**config.mk**
```make
export PLATFORM = sky130hd
export DESIGN_NAME = multi_slot_tick_timer_table
export DESIGN_NICKNAME = d
export VERILOG_FILES = /design/src/rtl/core/mstt_pkg.sv /design/src/rtl/core/mstt_ctrl.sv /design/src/rtl/core/mstt_datapath.sv /design/src/rtl/core/multi_slot_tick_timer_table.sv
export SDC_FILE = /design/constraint.sdc
export NUM_CORES = 1
export LEC_CHECK = 0
export BUFFER_PORTS_ARGS = -buffer_cell sky130_fd_sc_hd__buf_2
export CAP_MARGIN = 20
export CORE_MARGIN = 3
export CORE_UTILIZATION = 45
export CTS_CLUSTER_SIZE = 14
export DETAILED_ROUTE_END_ITERATION = 12
export HOLD_SLACK_MARGIN = 0.06
export PLACE_DENSITY = 0.58
export SYNTH_ARGS = -nofsm -noshare
export SYNTH_HDL_FRONTEND = slang
export SYNTH_SLANG_ARGS = --single-unit
```
**constraint.sdc**
```tcl
create_clock -name clk -period 14.8 [get_ports clk]
set_clock_uncertainty 0.05 [all_clocks]
set_input_delay 1.48 -clock clk [delete_from_list [all_inputs] [get_ports clk]]
set_output_delay 1.48 -clock clk [all_outputs]
set_load 0.03 [all_outputs]
```
**src/rtl/core/mstt_pkg.sv**
```systemverilog
// Shared codes and controller/datapath interface types for the timer table.
package mstt_pkg;

    // Command codes of an input word
    localparam logic [1:0] CMD_REGISTER   = 2'd0;
    localparam logic [1:0] CMD_UNREGISTER = 2'd1;
    localparam logic [1:0] CMD_TICK       = 2'd2;
    // Not a command; drop the word with no result
    localparam logic [1:0] CMD_IGNORED    = 2'd3;

    // Kind codes of a result word
    localparam logic [1:0] KIND_REG_REPLY   = 2'd0;
    localparam logic [1:0] KIND_UNREG_REPLY = 2'd1;
    localparam logic [1:0] KIND_FIRED       = 2'd2;
    localparam logic [1:0] KIND_NO_FIRE     = 2'd3;

    // Fire results emitted per tick at most
    localparam int unsigned MAX_RESULTS = 16;
    localparam int unsigned FIRE_CNT_W  = $clog2(MAX_RESULTS + 1);

    // Commands from the controller to the datapath
    typedef struct packed {
        logic load;      // latch the input word
        logic idx_clear; // rewind the slot pointer
        logic scan;      // advance the pointer while searching a free slot
        logic claim;     // take the slot under the pointer, reply ok
        logic reg_fail;  // reply table full
        logic unreg;     // free the selected slot, reply
        logic walk_rd;   // read the slot under the pointer, advance
        logic flush;     // emit the closing result of a tick
    } dp_cmd_t;

    // Status from the datapath to the controller
    typedef struct packed {
        logic slot_free; // slot under the pointer is not in use
        logic idx_end;   // pointer is at the highest slot
    } dp_stat_t;

endpackage

```
**src/rtl/core/mstt_ctrl.sv**
```systemverilog
// Sequencer for the timer table: command decode, free-slot search and tick walk.
module mstt_ctrl
    import mstt_pkg::*;
(
    input  logic     clk,
    input  logic     rst_n,
    input  logic     start,
    input  logic [1:0] command,
    input  dp_stat_t stat,
    output dp_cmd_t  cmd,
    output logic     busy
);

    typedef enum logic [2:0] {
        S_IDLE,
        S_REG,
        S_UNREG,
        S_WALK,
        S_LAST,
        S_FLUSH
    } state_t;

    state_t state_reg;
    state_t state_next;
    logic   busy_reg;

    always_comb
    begin
        cmd        = '0;
        state_next = state_reg;
        unique case (state_reg)
            S_IDLE:
            begin
                if (start)
                begin
                    cmd.load      = 1'b1;
                    cmd.idx_clear = 1'b1;
                    unique case (command)
                        CMD_REGISTER:   state_next = S_REG;
                        CMD_UNREGISTER: state_next = S_UNREG;
                        CMD_TICK:       state_next = S_WALK;
                        default:        state_next = S_IDLE;
                    endcase
                end
            end
            S_REG:
            begin
                priority if (stat.slot_free)
                begin
                    cmd.claim  = 1'b1;
                    state_next = S_IDLE;
                end
                else if (stat.idx_end)
                begin
                    cmd.reg_fail = 1'b1;
                    state_next   = S_IDLE;
                end
                else
                begin
                    cmd.scan = 1'b1;
                end
            end
            S_UNREG:
            begin
                cmd.unreg  = 1'b1;
                state_next = S_IDLE;
            end
            S_WALK:
            begin
                cmd.walk_rd = 1'b1;
                if (stat.idx_end)
                begin
                    state_next = S_LAST;
                end
            end
            S_LAST:
            begin
                state_next = S_FLUSH;
            end
            S_FLUSH:
            begin
                cmd.flush  = 1'b1;
                state_next = S_IDLE;
            end
            default:
            begin
                state_next = S_IDLE;
            end
        endcase
    end

    always_ff @(posedge clk or negedge rst_n)
    begin
        if (!rst_n)
        begin
            state_reg <= S_IDLE;
            busy_reg  <= 1'b0;
        end
        else
        begin
            state_reg <= state_next;
            busy_reg  <= (state_next != S_IDLE);
        end
    end

    assign busy = busy_reg;

endmodule

```
**src/rtl/core/mstt_datapath.sv**
```systemverilog
// Slot storage, slot pointer, tick arithmetic and result register of the timer table.
module mstt_datapath
    import mstt_pkg::*;
#(
    parameter int unsigned NUM_SLOTS    = 16,
    parameter int unsigned COUNT_WIDTH  = 16,
    parameter int unsigned HANDLE_WIDTH = 16
)
(
    input  logic        clk,
    input  logic        rst_n,
    input  dp_cmd_t     cmd,
    output dp_stat_t    stat,
    input  logic [15:0] period_ticks,
    input  logic        periodic,
    input  logic [15:0] handle,
    input  logic [5:0]  slot_select,
    output logic        strobe,
    output logic [1:0]  kind,
    output logic        ok,
    output logic [3:0]  slot_index,
    output logic [15:0] fired_handle,
    output logic        last
);

    localparam int unsigned IDX_W = (NUM_SLOTS > 1) ? $clog2(NUM_SLOTS) : 1;

    // Latched input word
    logic [COUNT_WIDTH-1:0]  period_reg;
    logic                    periodic_reg;
    logic [HANDLE_WIDTH-1:0] handle_reg;
    logic [5:0]              sel_reg;

    // Slot state
    logic [NUM_SLOTS-1:0]    valid_reg;
    logic [COUNT_WIDTH-1:0]  cnt_mem    [NUM_SLOTS];
    logic [COUNT_WIDTH-1:0]  period_mem [NUM_SLOTS];
    logic [HANDLE_WIDTH-1:0] handle_mem [NUM_SLOTS];
    logic                    per_mem    [NUM_SLOTS];

    // Walk pointer and read stage
    logic [IDX_W-1:0]        idx_reg;
    logic [IDX_W-1:0]        proc_idx_reg;
    logic                    proc_vld_reg;
    logic [COUNT_WIDTH-1:0]  cnt_rd_reg;
    logic [COUNT_WIDTH-1:0]  period_rd_reg;
    logic [HANDLE_WIDTH-1:0] handle_rd_reg;
    logic                    per_rd_reg;

    // Held fire result and fire count of the current tick
    logic                    hold_vld_reg;
    logic [IDX_W-1:0]        hold_idx_reg;
    logic [HANDLE_WIDTH-1:0] hold_handle_reg;
    logic [FIRE_CNT_W-1:0]   fire_cnt_reg;

    // Result register
    logic        strobe_reg;
    logic [1:0]  kind_reg;
    logic        ok_reg;
    logic [3:0]  slot_reg;
    logic [15:0] fhandle_reg;
    logic        last_reg;

    logic                   sel_in_range;
    logic                   sel_valid;
    logic                   active;
    logic [COUNT_WIDTH-1:0] cnt_dec;
    logic                   fire;
    logic                   fire_emit;
    logic                   cnt_we;
    logic [COUNT_WIDTH-1:0] cnt_wdata;
    logic [IDX_W-1:0]       cnt_waddr;

    assign stat.slot_free = ~valid_reg[idx_reg];
    assign stat.idx_end   = (idx_reg == IDX_W'(NUM_SLOTS - 1));

    assign sel_in_range = ({1'b0, sel_reg} < 7'(NUM_SLOTS));
    assign sel_valid    = sel_in_range && valid_reg[sel_reg[IDX_W-1:0]];

    // Tick step on the slot read in the previous cycle
    assign active    = proc_vld_reg && valid_reg[proc_idx_reg] && (cnt_rd_reg != '0);
    assign cnt_dec   = cnt_rd_reg - COUNT_WIDTH'(1);
    assign fire      = active && (cnt_dec == '0);
    assign fire_emit = fire && (fire_cnt_reg < FIRE_CNT_W'(MAX_RESULTS));

    always_comb
    begin
        cnt_we    = 1'b0;
        cnt_wdata = cnt_dec;
        cnt_waddr = proc_idx_reg;
        priority if (cmd.claim)
        begin
            cnt_we    = 1'b1;
            cnt_wdata = period_reg;
            cnt_waddr = idx_reg;
        end
        else if (active)
        begin
            cnt_we    = !fire || per_rd_reg;
            cnt_wdata = fire ? period_rd_reg : cnt_dec;
        end
        else
        begin
            cnt_we = 1'b0;
        end
    end

    // Slot memories: one write port, one registered read port
    always_ff @(posedge clk)
    begin
        if (cnt_we)
        begin
            cnt_mem[cnt_waddr] <= cnt_wdata;
        end
        if (cmd.claim)
        begin
            period_mem[idx_reg] <= period_reg;
            handle_mem[idx_reg] <= handle_reg;
            per_mem[idx_reg]    <= periodic_reg;
        end
        if (cmd.walk_rd)
        begin
            cnt_rd_reg    <= cnt_mem[idx_reg];
            period_rd_reg <= period_mem[idx_reg];
            handle_rd_reg <= handle_mem[idx_reg];
            per_rd_reg    <= per_mem[idx_reg];
        end
    end

    // Input latch
    always_ff @(posedge clk)
    begin
        if (cmd.load)
        begin
            period_reg   <= COUNT_WIDTH'(period_ticks);
            periodic_reg <= periodic;
            handle_reg   <= HANDLE_WIDTH'(handle);
            sel_reg      <= slot_select;
        end
    end

    // Control state: valid bits, pointer, read stage, fire bookkeeping
    always_ff @(posedge clk or negedge rst_n)
    begin
        if (!rst_n)
        begin
            valid_reg    <= '0;
            idx_reg      <= '0;
            proc_idx_reg <= '0;
            proc_vld_reg <= 1'b0;
            hold_vld_reg <= 1'b0;
            fire_cnt_reg <= '0;
            strobe_reg   <= 1'b0;
        end
        else
        begin
            proc_vld_reg <= cmd.walk_rd;
            strobe_reg   <= cmd.claim || cmd.reg_fail || cmd.unreg || cmd.flush
                            || (fire_emit && hold_vld_reg);
            if (cmd.walk_rd)
            begin
                proc_idx_reg <= idx_reg;
            end
            priority if (cmd.idx_clear)
            begin
                idx_reg <= '0;
            end
            else if ((cmd.scan || cmd.walk_rd) && !stat.idx_end)
            begin
                idx_reg <= IDX_W'(idx_reg + 1'b1);
            end
            else
            begin
                idx_reg <= idx_reg;
            end
            if (cmd.load)
            begin
                hold_vld_reg <= 1'b0;
                fire_cnt_reg <= '0;
            end
            else if (fire_emit)
            begin
                hold_vld_reg <= 1'b1;
                fire_cnt_reg <= FIRE_CNT_W'(fire_cnt_reg + 1'b1);
            end
            if (cmd.claim)
            begin
                valid_reg[idx_reg] <= 1'b1;
            end
            if (cmd.unreg && sel_valid)
            begin
                valid_reg[sel_reg[IDX_W-1:0]] <= 1'b0;
            end
            if (fire && !per_rd_reg)
            begin
                valid_reg[proc_idx_reg] <= 1'b0;
            end
        end
    end

    // Held fire payload
    always_ff @(posedge clk)
    begin
        if (fire_emit)
        begin
            hold_idx_reg    <= proc_idx_reg;
            hold_handle_reg <= handle_rd_reg;
        end
    end

    // Result payload
    always_ff @(posedge clk)
    begin
        priority if (cmd.claim)
        begin
            kind_reg    <= KIND_REG_REPLY;
            ok_reg      <= 1'b1;
            slot_reg    <= 4'(idx_reg);
            fhandle_reg <= '0;
            last_reg    <= 1'b1;
        end
        else if (cmd.reg_fail)
        begin
            kind_reg    <= KIND_REG_REPLY;
            ok_reg      <= 1'b0;
            slot_reg    <= '0;
            fhandle_reg <= '0;
            last_reg    <= 1'b1;
        end
        else if (cmd.unreg)
        begin
            kind_reg    <= KIND_UNREG_REPLY;
            ok_reg      <= sel_valid;
            slot_reg    <= sel_reg[3:0];
            fhandle_reg <= '0;
            last_reg    <= 1'b1;
        end
        else if (cmd.flush && !hold_vld_reg)
        begin
            kind_reg    <= KIND_NO_FIRE;
            ok_reg      <= 1'b0;
            slot_reg    <= '0;
            fhandle_reg <= '0;
            last_reg    <= 1'b1;
        end
        else if (cmd.flush || (fire_emit && hold_vld_reg))
        begin
            kind_reg    <= KIND_FIRED;
            ok_reg      <= 1'b0;
            slot_reg    <= 4'(hold_idx_reg);
            fhandle_reg <= 16'(hold_handle_reg);
            last_reg    <= cmd.flush;
        end
        else
        begin
            kind_reg <= kind_reg;
        end
    end

    assign strobe       = strobe_reg;
    assign kind         = kind_reg;
    assign ok           = ok_reg;
    assign slot_index   = slot_reg;
    assign fired_handle = fhandle_reg;
    assign last         = last_reg;

endmodule

```
**src/rtl/core/multi_slot_tick_timer_table.sv**
```systemverilog
// Top level of the multi-slot tick timer table.
//
// Usage: drive command and its fields with start high; the word is taken on a
// rising edge where start is high and busy is low. Commands: register a timer
// (claims the lowest free slot), unregister a slot, or one tick. Code 3 is
// dropped with no result.
// Results appear one word per cycle, marked by strobe for exactly one cycle;
// last flags the final word of a command. The receiver cannot stall, so take
// every strobe.
// Unregister replies from the UNREG state. Register scans the valid bits one
// slot per cycle and replies at the first free slot or at the highest slot.
// A tick walks the slot memory one slot per cycle through a registered read
// port and ends through the LAST and FLUSH states; fire words come out
// during the walk, the closing word at its end. Busy drops on the edge that
// presents the closing word; a command is taken only when the last is done.
// Reset clears all valid bits and the sequencer; slot periods, counters and
// handles are written on register and need no clearing.
module multi_slot_tick_timer_table
    import mstt_pkg::*;
#(
    parameter int unsigned NUM_SLOTS    = 16,
    parameter int unsigned COUNT_WIDTH  = 16,
    parameter int unsigned HANDLE_WIDTH = 16
)
(
    input  logic        clk,
    input  logic        rst_n,
    input  logic        start,
    output logic        busy,
    input  logic [1:0]  command,
    input  logic [15:0] period_ticks,
    input  logic        periodic,
    input  logic [15:0] handle,
    input  logic [5:0]  slot_select,
    output logic        strobe,
    output logic [1:0]  kind,
    output logic        ok,
    output logic [3:0]  slot_index,
    output logic [15:0] fired_handle,
    output logic        last
);

    dp_cmd_t  dp_cmd;
    dp_stat_t dp_stat;

    // Sequencer: decode the word, run the free-slot search or the tick walk
    mstt_ctrl u_ctrl
    (
        .clk     (clk),
        .rst_n   (rst_n),
        .start   (start),
        .command (command),
        .stat    (dp_stat),
        .cmd     (dp_cmd),
        .busy    (busy)
    );

    // Slot storage and result register
    mstt_datapath #(
        .NUM_SLOTS    (NUM_SLOTS),
        .COUNT_WIDTH  (COUNT_WIDTH),
        .HANDLE_WIDTH (HANDLE_WIDTH)
    ) u_datapath
    (
        .clk          (clk),
        .rst_n        (rst_n),
        .cmd          (dp_cmd),
        .stat         (dp_stat),
        .period_ticks (period_ticks),
        .periodic     (periodic),
        .handle       (handle),
        .slot_select  (slot_select),
        .strobe       (strobe),
        .kind         (kind),
        .ok           (ok),
        .slot_index   (slot_index),
        .fired_handle (fired_handle),
        .last         (last)
    );

endmodule

```
==> impl.org, run 1 <==
** Status
- Result of the run :: finished clean

** Flow run
- Max-cap violations in this run came to 0.

** Power
- Summed over all nets, the switching power comes to 0.00208 W.
- Peak ir drop on the vdd network :: between 0.0001 and 0.00015 V
- In this run the power density over the cells is 177 mW/mm2.
- The share of total power dissipated in combinational logic is about a fifth.
- For this design the static power due to leakage is between 10 and 15 nW.
- Share of total power consumed by net switching :: between 20 and 30%
- The clock network is responsible for a little under a third of the overall power.
- Per report_power, the sequential group accounts for between 40% and 50% of the total.
- Internal power comes to between 0.005 and 0.006 W.

** Logic synthesis
- In this run, synthesis inferred between 800 and 900 flip-flops with an integrated enable.
- Yosys top cell by area :: sky130_fd_sc_hd__edfxtp_1
- Syn Nets :: roughly 1,800
- Count leader, synth :: sky130_fd_sc_hd__edfxtp_1
- Yosys top cell area share :: 72.4%
- Counting distinct cell types in the post-synthesis netlist gives slightly above 70.
- After technology mapping, the gate count stands at about 1,700.
- Syn. warnings :: 0
- A synthesized cell averages roughly 21 um2.
- Top area cells in the synthesized netlist :: sky130_fd_sc_hd__edfxtp_1, sky130_fd_sc_hd__mux4_2, sky130_fd_sc_hd__dfrtp_1
- Number of synthesized register bits :: around 950
- In the synthesized netlist, the cells that appear most often are sky130_fd_sc_hd__edfxtp_1, sky130_fd_sc_hd__mux4_2, sky130_fd_sc_hd__nand2_1.
- Share of synthesized area occupied by flip-flops and latches :: between 70% and 80%
- Predominant post-synthesis flop cell :: sky130_fd_sc_hd__edfxtp_1
- Post-synthesis async set-or-reset flop share :: 3.78%
- After synthesis the cells add up to roughly 0.037 mm2.

** Global route
- Entering global routing, the biggest net connects 99 pins.
- Antenna violations before repair :: 3
- Vias in the first global route :: around 19,000
- Global route overflow :: 0
- The first global-routing pass estimated between 100,000 and 150,000 um of wire.
- For this run, the total global-route usage over all layers was measured as 20.2%.

** Final layout
- Number of nets in the layout :: ~1,900
- Area Growth Syn to Fin :: 13.5%
- In the final layout, the share of cells above drive strength 1 is 29.9%.
- Largest registers in the final layout :: u_datapath.cnt_mem: 256 flops, u_datapath.handle_mem: 256 flops, u_datapath.period_mem: 256 flops
- The finished cells cover between 0.04 and 0.05 mm2.

** Placement
- Dpl cell area :: ~0.039 mm2
- Routability-driven placement congestion ratio :: 0.843
- Detailed Place HPWL :: around 46,000 um
- Number of input and output port buffers inserted :: between 60 and 70

** Drt
- The first detailed-routing pass took 6 iterations.
- Vias per cell :: slightly below 6
- Initial DRC count :: 1,771
- After detailed routing, the average wire length per cell comes to 28.5 um.
- DRC violations left :: 0
- Overall routed net length :: between 80,000 and 90,000 um
- In this run the remaining antenna-violating nets after routing total 0.
- The routed layout has roughly 18,000 vias.

** Floorplanning
- In this run the core area contains ~100 standard-cell rows.
- The die covers roughly 0.086 mm2.
- Boundary Pins :: 70
- Die X-Extent :: a little under 300 um
- Starting density of the core :: 45.8%
- In this run the vertical extent of the chip is between 200 and 300 um.
- Core Area :: between 0.08 and 0.09 mm2

** Setup path
- In this design, the stage delay of the slowest critical-path cell is roughly 0.93 ns.
- Data arrival time of the critical path :: 5.49 ns
- Setup slack on the worst reg-to-reg path comes out at approximately 9.5 ns.
- Kind of start point of the critical path :: flop
- The critical path goes through buf_4 -> mux4_2 -> mux2_2 -> o22ai_2 -> o21ai_0 -> a211oi_4.
- In this run the critical register-to-register path is captured at u_datapath.cnt_mem[4][12]$_DFFE_PP_.
- STA puts the critical path data required time at ~15 ns.
- Path type of the worst setup path :: reg2reg
- For the worst flop-to-flop path, the logic depth is 6.
- Launching point of the worst reg2reg path :: u_datapath.idx_reg[1]$_DFFE_PN0P_
- The worst setup path is captured at a flop.
- In this run the worst path has a maximum fanout of just over 60.
- Cell at the slowest stage of the critical path :: sky130_fd_sc_hd__dfrtp_4

** STA
- Worst-margin pin slew :: around 1.1 ns
- Derived from the worst setup path, the maximum achievable clock frequency is 189 MHz.
- Setup violations remaining at the end of the flow were counted as 0.
- Setup repair after global routing left no endpoint under its margin.
- The number of hold violations in the final report is 0.
- Measured against its own limit, the worst slew margin works out to 26.8%.
- Final period util :: between 30% and 40%
- Final hold analysis gives a worst-case slack of about 0.37 ns.
- The final-report max-slew violation count was 0.
- For the finished layout, the period the worst path requires is between 5 and 6 ns.
- Setup total negative slack on the finished layout was measured at 0 ns.

** Min path
- The worst hold path belongs to the class reg2reg.
- The startpoint identified for the worst hold timing path is u_datapath.handle_rd_reg[13]$_DFFE_PP_.
- Worst-case hold path end point :: u_datapath.hold_handle_reg[13]$_DFFE_PP_
- The worst hold path was traced through 0 stages.

** CTS
- At the later pin of the worst-skew pair, clock insertion delay measures between 0.6 and 0.7 ns.
- CTS placed an instance of sky130_fd_sc_hd__clkbuf_16 at the clock tree root.
- Count of hold buffers inserted by post-cts repair :: 0
- Number of gates given a new drive strength after cts :: 0
- TritonCTS built the clock tree.
- Clock tree buffer depth :: 3
- After clock tree synthesis, the clock-pin slew on the worst setup and hold paths is approximately 0.07 ns.
- Clock buffers created by TritonCTS :: 97
- Number of buffers inserted to repair setup after CTS :: 0
- The clock tree synthesis step divided the H-tree into 3 levels.
- The tree built by TritonCTS fans out to 952 sinks.
-- worst max path at each step --
stage	start	slack, ns	cells after the start	to
after floorplan	u_datapath.idx_reg[1]$_DFFE_PN0P_	9.41	9	u_datapath.valid_reg[8]$_DFF_PN0_
after global placement	u_datapath.idx_reg[1]$_DFFE_PN0P_	9.61	6	u_datapath.cnt_mem[4][15]$_DFFE_PP_
after detailed placement	u_datapath.idx_reg[1]$_DFFE_PN0P_	9.50	7	u_datapath.cnt_mem[1][14]$_DFFE_PP_
after CTS	u_datapath.idx_reg[1]$_DFFE_PN0P_	9.45	7	u_datapath.cnt_mem[1][15]$_DFFE_PP_
after global routing	u_datapath.idx_reg[1]$_DFFE_PN0P_	9.29	6	u_datapath.cnt_mem[4][13]$_DFFE_PP_
final	u_datapath.idx_reg[1]$_DFFE_PN0P_	9.51	6	u_datapath.cnt_mem[4][12]$_DFFE_PP_
-- power groups by stage --
stage	logic [W]	clock network [W]	registers [W]
floorplan	0.00111	0	0.00349
global placement	0.00154	0	0.00358
detailed placement	0.00155	0	0.00360
CTS	0.00156	0.00242	0.00354
global route	0.00167	0.00253	0.00356
finish	0.00155	0.00237	0.00354
-- cell usage in the layout (no fill, tap or decap), drive strengths merged, types with 4 or more instances in the layout --
master	n
nand3	26
and2	4
a221o	4
o22ai	18
edfxtp	896
o21ai	20
bufinv	8
dfxtp	20
and3	11
clkinvlp	5
inv	22
a21oi	27
mux2	4
a31oi	27
buf	122
xnor2	7
mux4	260
nand2b	6
a211oi	6
a41oi	5
dfrtp	36
nor4b	4
clkbuf	121
or2	7
nand3b	4
nor4	11
nor2b	9
or3	4
mux2i	28
nor2	47
clkinv	38
nor3	8
ha	7
xor2	8
nand2	72
nand4	6
-- metal layers --
metal  GRT usage (%)  up-vias  share of wire [%]
li1                -     7530                  -
met1            28.7     9579                 42
met2            33.2      665                 50
met3            3.01      128                6.0
met4            5.03        0                2.1
met5               0        -                  0
-- cell type report --
cell class	instances	area [um2]
inverters	20	77.6
flip-flops and latches	952	28200
multi-input cells	670	8630
clock inverters	53	548
clock buffers	121	2540
repair buffers	122	823
well taps	1060	1330
diodes	1	2.50
fillers	6423	39000
-- critical path, delay by kind of cell, from the launching register on --
family	cells	cell delay (ns)
AO/OA/AOI/OAI	3	1.96
buffers and inverters	1	0.82
flip-flops	1	0.93
multiplexers	2	0.94
-- through the flow --
stage          instances  utilization, %  power (W)  worst slack, ns
6_report            2999            51.9    0.00745             9.51
5_1_grt             2998            51.9    0.00776             9.29
4_1_cts             2988            51.7    0.00752             9.45
3_5_place_dp        2814            47.9    0.00515             9.50
3_3_place_gp        2814            47.9    0.00512             9.61
2_1_floorplan       1732               -    0.00460             9.41
-- cell families after synthesis --
kind of cell | Yosys count | synth area share [%]
XOR/XNOR | 15 | 0.354
flip-flops | 952 | 75.9
AND/OR/NAND/NOR | 228 | 3.17
buffers and inverters | 110 | 1.39
AO/OA/AOI/OAI | 128 | 2.31
multiplexers | 292 | 16.6
adder cells (fa/ha/maj) | 7 | 0.236
Note: power is estimated with default switching activity, not from simulation.
==> run 2: changes to the inputs <==
- ABC_AREA: default -> 1
- PLACE_DENSITY: 0.58 -> 0.61
- clock period: 14.8 -> 4.3 ns (I/O delays scaled with it)
==> run 2 against run 1 <==
  * Worst hold slack worse by 0.24 ns
  * Sequential share of layout area shrank 1.8 points
  * Sequential power rose to 3.6 times the previous value
  * Synthesized cell count is 73% higher
  * Flip-flop and latch count is the same
  * Non-clock buffer count up 75
  * Critical path type unchanged
  * Critical endpoint is now u_datapath.cnt_mem[2][7]$_DFFE_PP_
==> impl.org, run 2 <==
** Status
- Result of the run :: finished clean (unchanged)

** Power
- The internal portion of total power is 0.0189 W (was 0.00538 W).
- The part of the power in registers was 44.6% (was 47.5%).
- The standby leakage power was 14.7 nW (was 13.4 nW).
- The part of the total power dissipated in the clock network is 30.0% (was 31.7%).
- Total power per unit cell area :: 653 mW/mm2 (was 177 mW/mm2)
- Net switching power of the design :: 0.00940 W (was 0.00208 W)
- Share of total power consumed by net switching :: 33.2% (was 27.9%)
- Share of total power in combinational logic :: 25.4% (was 20.8%)
- The worst voltage drop across the vdd grid was 0.000386 V (was 0.000123 V).

** Drt
- Vias per cell :: 5.73 (was 5.97)
- Initial DRC count :: 2,814 (was 1,771)
- DRC violations left :: 0 (unchanged)
- DR vias :: 24,524 (was 17,902)
- Routed length per instance :: 23.0 um (was 28.5 um)
- The first-pass detailed-route iteration total was 5 (was 6).
- Antenna-violating nets left :: 0 (unchanged)
- The wire length reported by the detailed router is 98,400 um (was 85,600 um).

** Logic synthesis
- Number of synthesized register bits :: 952 (unchanged)
- Syn avg cell area :: 12.6 um2 (was 21.5 um2)
- Count leader, synth :: sky130_fd_sc_hd__edfxtp_1 (unchanged)
- Syn Nets :: 3,055 (was 1,783)
- The share of the synthesized area in the top cell type came to 71.3% (was 72.4%).
- The part of the Yosys area used for sequential elements came to 74.8% (was 75.9%).
- The simple logic cell fraction of the synthesized area is 11.3% (was 3.17%).
- The proportion of synthesized flip-flops having asynchronous set or reset came to 3.78% (unchanged).
- The dominant combinational cell family by area after synthesis is simple AND/OR/NAND/NOR gates (was multiplexers).
- Synthesized area :: 0.0377 mm2 (was 0.0372 mm2)
- The warning count from the yosys run is 0 (unchanged).
- The most used flip-flop cell after synthesis is sky130_fd_sc_hd__edfxtp_1 (unchanged).
- The complex-gate fraction of the synthesized area was 10.7% (was 2.31%).
- The number of flops mapped to enable cells by yosys is 896 (unchanged).
- Top area cells in the synthesized netlist: sky130_fd_sc_hd__edfxtp_1, sky130_fd_sc_hd__o21ai_0, sky130_fd_sc_hd__nor2_1 (was sky130_fd_sc_hd__edfxtp_1, sky130_fd_sc_hd__mux4_2, sky130_fd_sc_hd__dfrtp_1).
- Cell count after synthesis :: 3,004 (was 1,732)
- Synth Area in XOR/XNOR :: 0.139% (was 0.354%)
- The distinct cell type count after synthesis was 37 (was 71).
- The fraction of the mapped netlist area in adder cells was 0.232% (was 0.236%).
- Yosys top cell by area :: sky130_fd_sc_hd__edfxtp_1 (unchanged)
- Cell types with the highest counts after synthesis: sky130_fd_sc_hd__edfxtp_1, sky130_fd_sc_hd__nor2_1, sky130_fd_sc_hd__nand2_1 (was sky130_fd_sc_hd__edfxtp_1, sky130_fd_sc_hd__mux4_2, sky130_fd_sc_hd__nand2_1).
- Mux cell area share after synthesis :: 0% (was 16.6%)

** STA
- Post-route setup TNS :: 0 ns (unchanged)
- Max transition margin :: 31.8% (was 26.8%)
- RSZ-0062 raised after global routing :: no (unchanged)
- Final setup viols :: 0 (unchanged)
- Worst-margin pin slew :: 1.02 ns (was 1.10 ns)
- The highest achievable clock rate came to 271 MHz (was 189 MHz).
- Time the final worst path needs with I/O delays and setup :: 3.70 ns (was 5.29 ns)
- Number of hold violations in the final report :: 0 (unchanged)
- The post-route clock period utilization was 85.9% (was 35.7%).
- Count of pins over their slew limit :: 0 (unchanged)

** CTS
- Clock tree from TritonCTS :: done (unchanged)
- The buffer levels on the longest clock path came to 3 (unchanged).
- Clock root buffer :: sky130_fd_sc_hd__clkbuf_16 (unchanged)
- Total clock sinks :: 952 (unchanged)
- The total CTS buffers came to 100 (was 97).
- The H-tree depth was 3 (unchanged).
- The clock slew seen by the registers of the worst setup and hold paths is 0.06 ns (was 0.07 ns).
- The clock insertion delay at the later pin of the skew report is 0.66 ns (was 0.65 ns).

** Global route
- Largest net degree at the start of global routing :: 115 (was 99)
- The via count of the first global-routing pass was 23,523 (was 18,534).
- The combined global-route utilization of all metal layers came to 22.5% (was 20.2%).
- Antenna violations before repair :: 0 (was 3)
- The wire length of the first global-routing pass was 148,000 um (was 127,000 um).
- The overall overflow remaining after global route came to 0 (unchanged).

** Floorplanning
- Starting density of the core :: 45.7% (was 45.8%)
- The die extent in y came to 296 um (was 293 um).
- Boundary Pins :: 70 (unchanged)
- Placement Rows :: 105 (was 104)
- Die area :: 0.0873 mm2 (was 0.0861 mm2)
- The placeable core region came to 0.0825 mm2 (was 0.0812 mm2).
- The width of the die came to 296 um (was 293 um).

** Final layout
- Area Growth Syn to Fin :: 14.9% (was 13.5%)
- Number of nets in the layout :: 3,177 (was 1,914)
- Most frequent standard cell in the layout excluding fill and tap cells :: sky130_fd_sc_hd__edfxtp_1 (unchanged)
- Sequential cell area :: 0.0282 mm2 (about the same)
- The footprint of the multi-input gates is 0.00860 mm2 (was 0.00863 mm2).
- Commonest non-fill, non-tap cells in the layout: sky130_fd_sc_hd__edfxtp_1, sky130_fd_sc_hd__nor2_1, sky130_fd_sc_hd__nand2_1 (was sky130_fd_sc_hd__edfxtp_1, sky130_fd_sc_hd__mux4_2, sky130_fd_sc_hd__clkbuf_16).
- Fillers :: 6,890 (was 6,423)
- The antenna diode instance count was 0 (was 1).
- The fraction of final layout cells sized beyond drive strength 1 was 11.9% (was 29.9%).
- Final cell count without fillers :: 4,279 (was 2,999)
- Largest registers in the final layout :: u_datapath.cnt_mem: 256 flops, u_datapath.handle_mem: 256 flops, u_datapath.period_mem: 256 flops (unchanged)

** Setup path
- Cell seen most often among critical-path stages :: sky130_fd_sc_hd__nand2_1
- Top fanout value on the critical path :: 43 (was 62)
- The worst path required time is 4.58 ns (was 15.00 ns).
- Data arrival time of the critical path :: 3.98 ns (was 5.49 ns)
- The maximum single-stage delay on the critical path is 0.53 ns (was 0.93 ns).
- Path type of the worst setup path :: reg2reg (unchanged)
- The slowest stage cell on the critical path is sky130_fd_sc_hd__dfrtp_4 (unchanged).
- The kind of end point of the critical path is a flop (unchanged).
- Cells along the critical path: buf_4 -> nor2_1 -> nor2_1 -> o21ai_0 -> nand2_1 -> nand2_1 -> nand2_1 -> nor2_4 -> nand2_4 -> inv_1 -> nand2_1 -> nand2_1 -> nor2_1 -> nand2_1 -> a21oi_2 -> buf_4 (was buf_4 -> mux4_2 -> mux2_2 -> o22ai_2 -> o21ai_0 -> a211oi_4).
- The critical path launch point type is a flop (unchanged).

** Placement
- The number of cells in the design after placement is 4,051 (was 2,814).
- The global placer's final weighted congestion was 0.836 (was 0.843).
- Number of input and output port buffers inserted :: 69 (unchanged)
- Detailed Place HPWL :: 53,400 um (was 46,000 um)

** Flow run
- Max Cap Viol :: 0 (unchanged)

** Min path
- The path type of the worst min-delay path is in2reg (was reg2reg).
## run 2: kinds of logic after synthesis
group           count (synthesis)
fa+ha+maj                       7
compound gates                720
simple gates                 1053
xor+xnor                        6
buf+inv                       266
flops                         952
## run 2: power by group through the flow
stage / clock network (W) / registers, W / logic [W]
after global routing: 0.00903 / 0.0127 / 0.00792
after detailed placement: 0 / 0.0128 / 0.00710
after floorplan: 0 / 0.0126 / 0.00454
after global placement: 0 / 0.0128 / 0.00692
final: 0.00847 / 0.0126 / 0.00719
after CTS: 0.00863 / 0.0126 / 0.00715
## run 2: routing by layer
metal  wire, um  track usage (%)
met1      43500             33.1
met2      45100             35.0
met3       7550             3.48
met4       2220             6.81
met5          0                0
## run 2: critical path: cells and delay by family (launching register included)
family	cells	cell delay, ns
AND/OR/NAND/NOR	11	1.48
buffers and inverters	3	0.93
flip-flops	1	0.53
AO/OA/AOI/OAI	2	0.36
## run 2: worst paths after layout
check	startpoint	end	slack, ns	depth (start not counted)
max in group asynchronous	rst_n	u_datapath.idx_reg[1]$_DFFE_PN0P_	3.15	2
max	u_datapath.idx_reg[0]$_DFFE_PN0P_	u_datapath.cnt_mem[2][7]$_DFFE_PP_	0.60	16
min reg2reg	u_datapath.handle_rd_reg[12]$_DFFE_PP_	u_datapath.hold_handle_reg[12]$_DFFE_PP_	0.36	0
min	command[1]	u_ctrl.state_reg[1]$_DFF_PN0_	0.13	3
max reg2reg	u_datapath.idx_reg[0]$_DFFE_PN0P_	u_datapath.cnt_mem[2][7]$_DFFE_PP_	0.60	16
min in group asynchronous	rst_n	u_ctrl.busy$_DFF_PN0_	0.39	2
## run 2: layout make-up
cell class	instances	share of cell area, %
Tap cell	1070	3.09
Sequential cell	952	65.1
Clock buffer	131	6.14
Timing Repair Buffer	197	3.67
Clock inverter	54	1.37
Multi-Input combinational cell	1786	19.8
Inverter	89	0.805
## run 2: repair_timing
item | CTS | global route
endpoints found under the setup margin | 0 | 0
hold endpoints to repair | 76 | 0
resized for setup | 0 | 0
setup buffers | 0 | 0
hold buffers | 41 | 0
## run 2: metrics by stage
stage	util (%)	setup slack [ns]	power, W	hold WS, ns	instance area (um2)
after global placement	48.0	0.739	0.0197	0.352	39600
after floorplan	-	0.682	0.0171	0.0844	37700
after detailed placement	48.0	0.701	0.0199	0.355	39600
after CTS	52.5	0.687	0.0284	0.0926	43300
final	52.5	0.605	0.0283	0.131	43300
after global routing	52.5	0.361	0.0297	0.166	43300
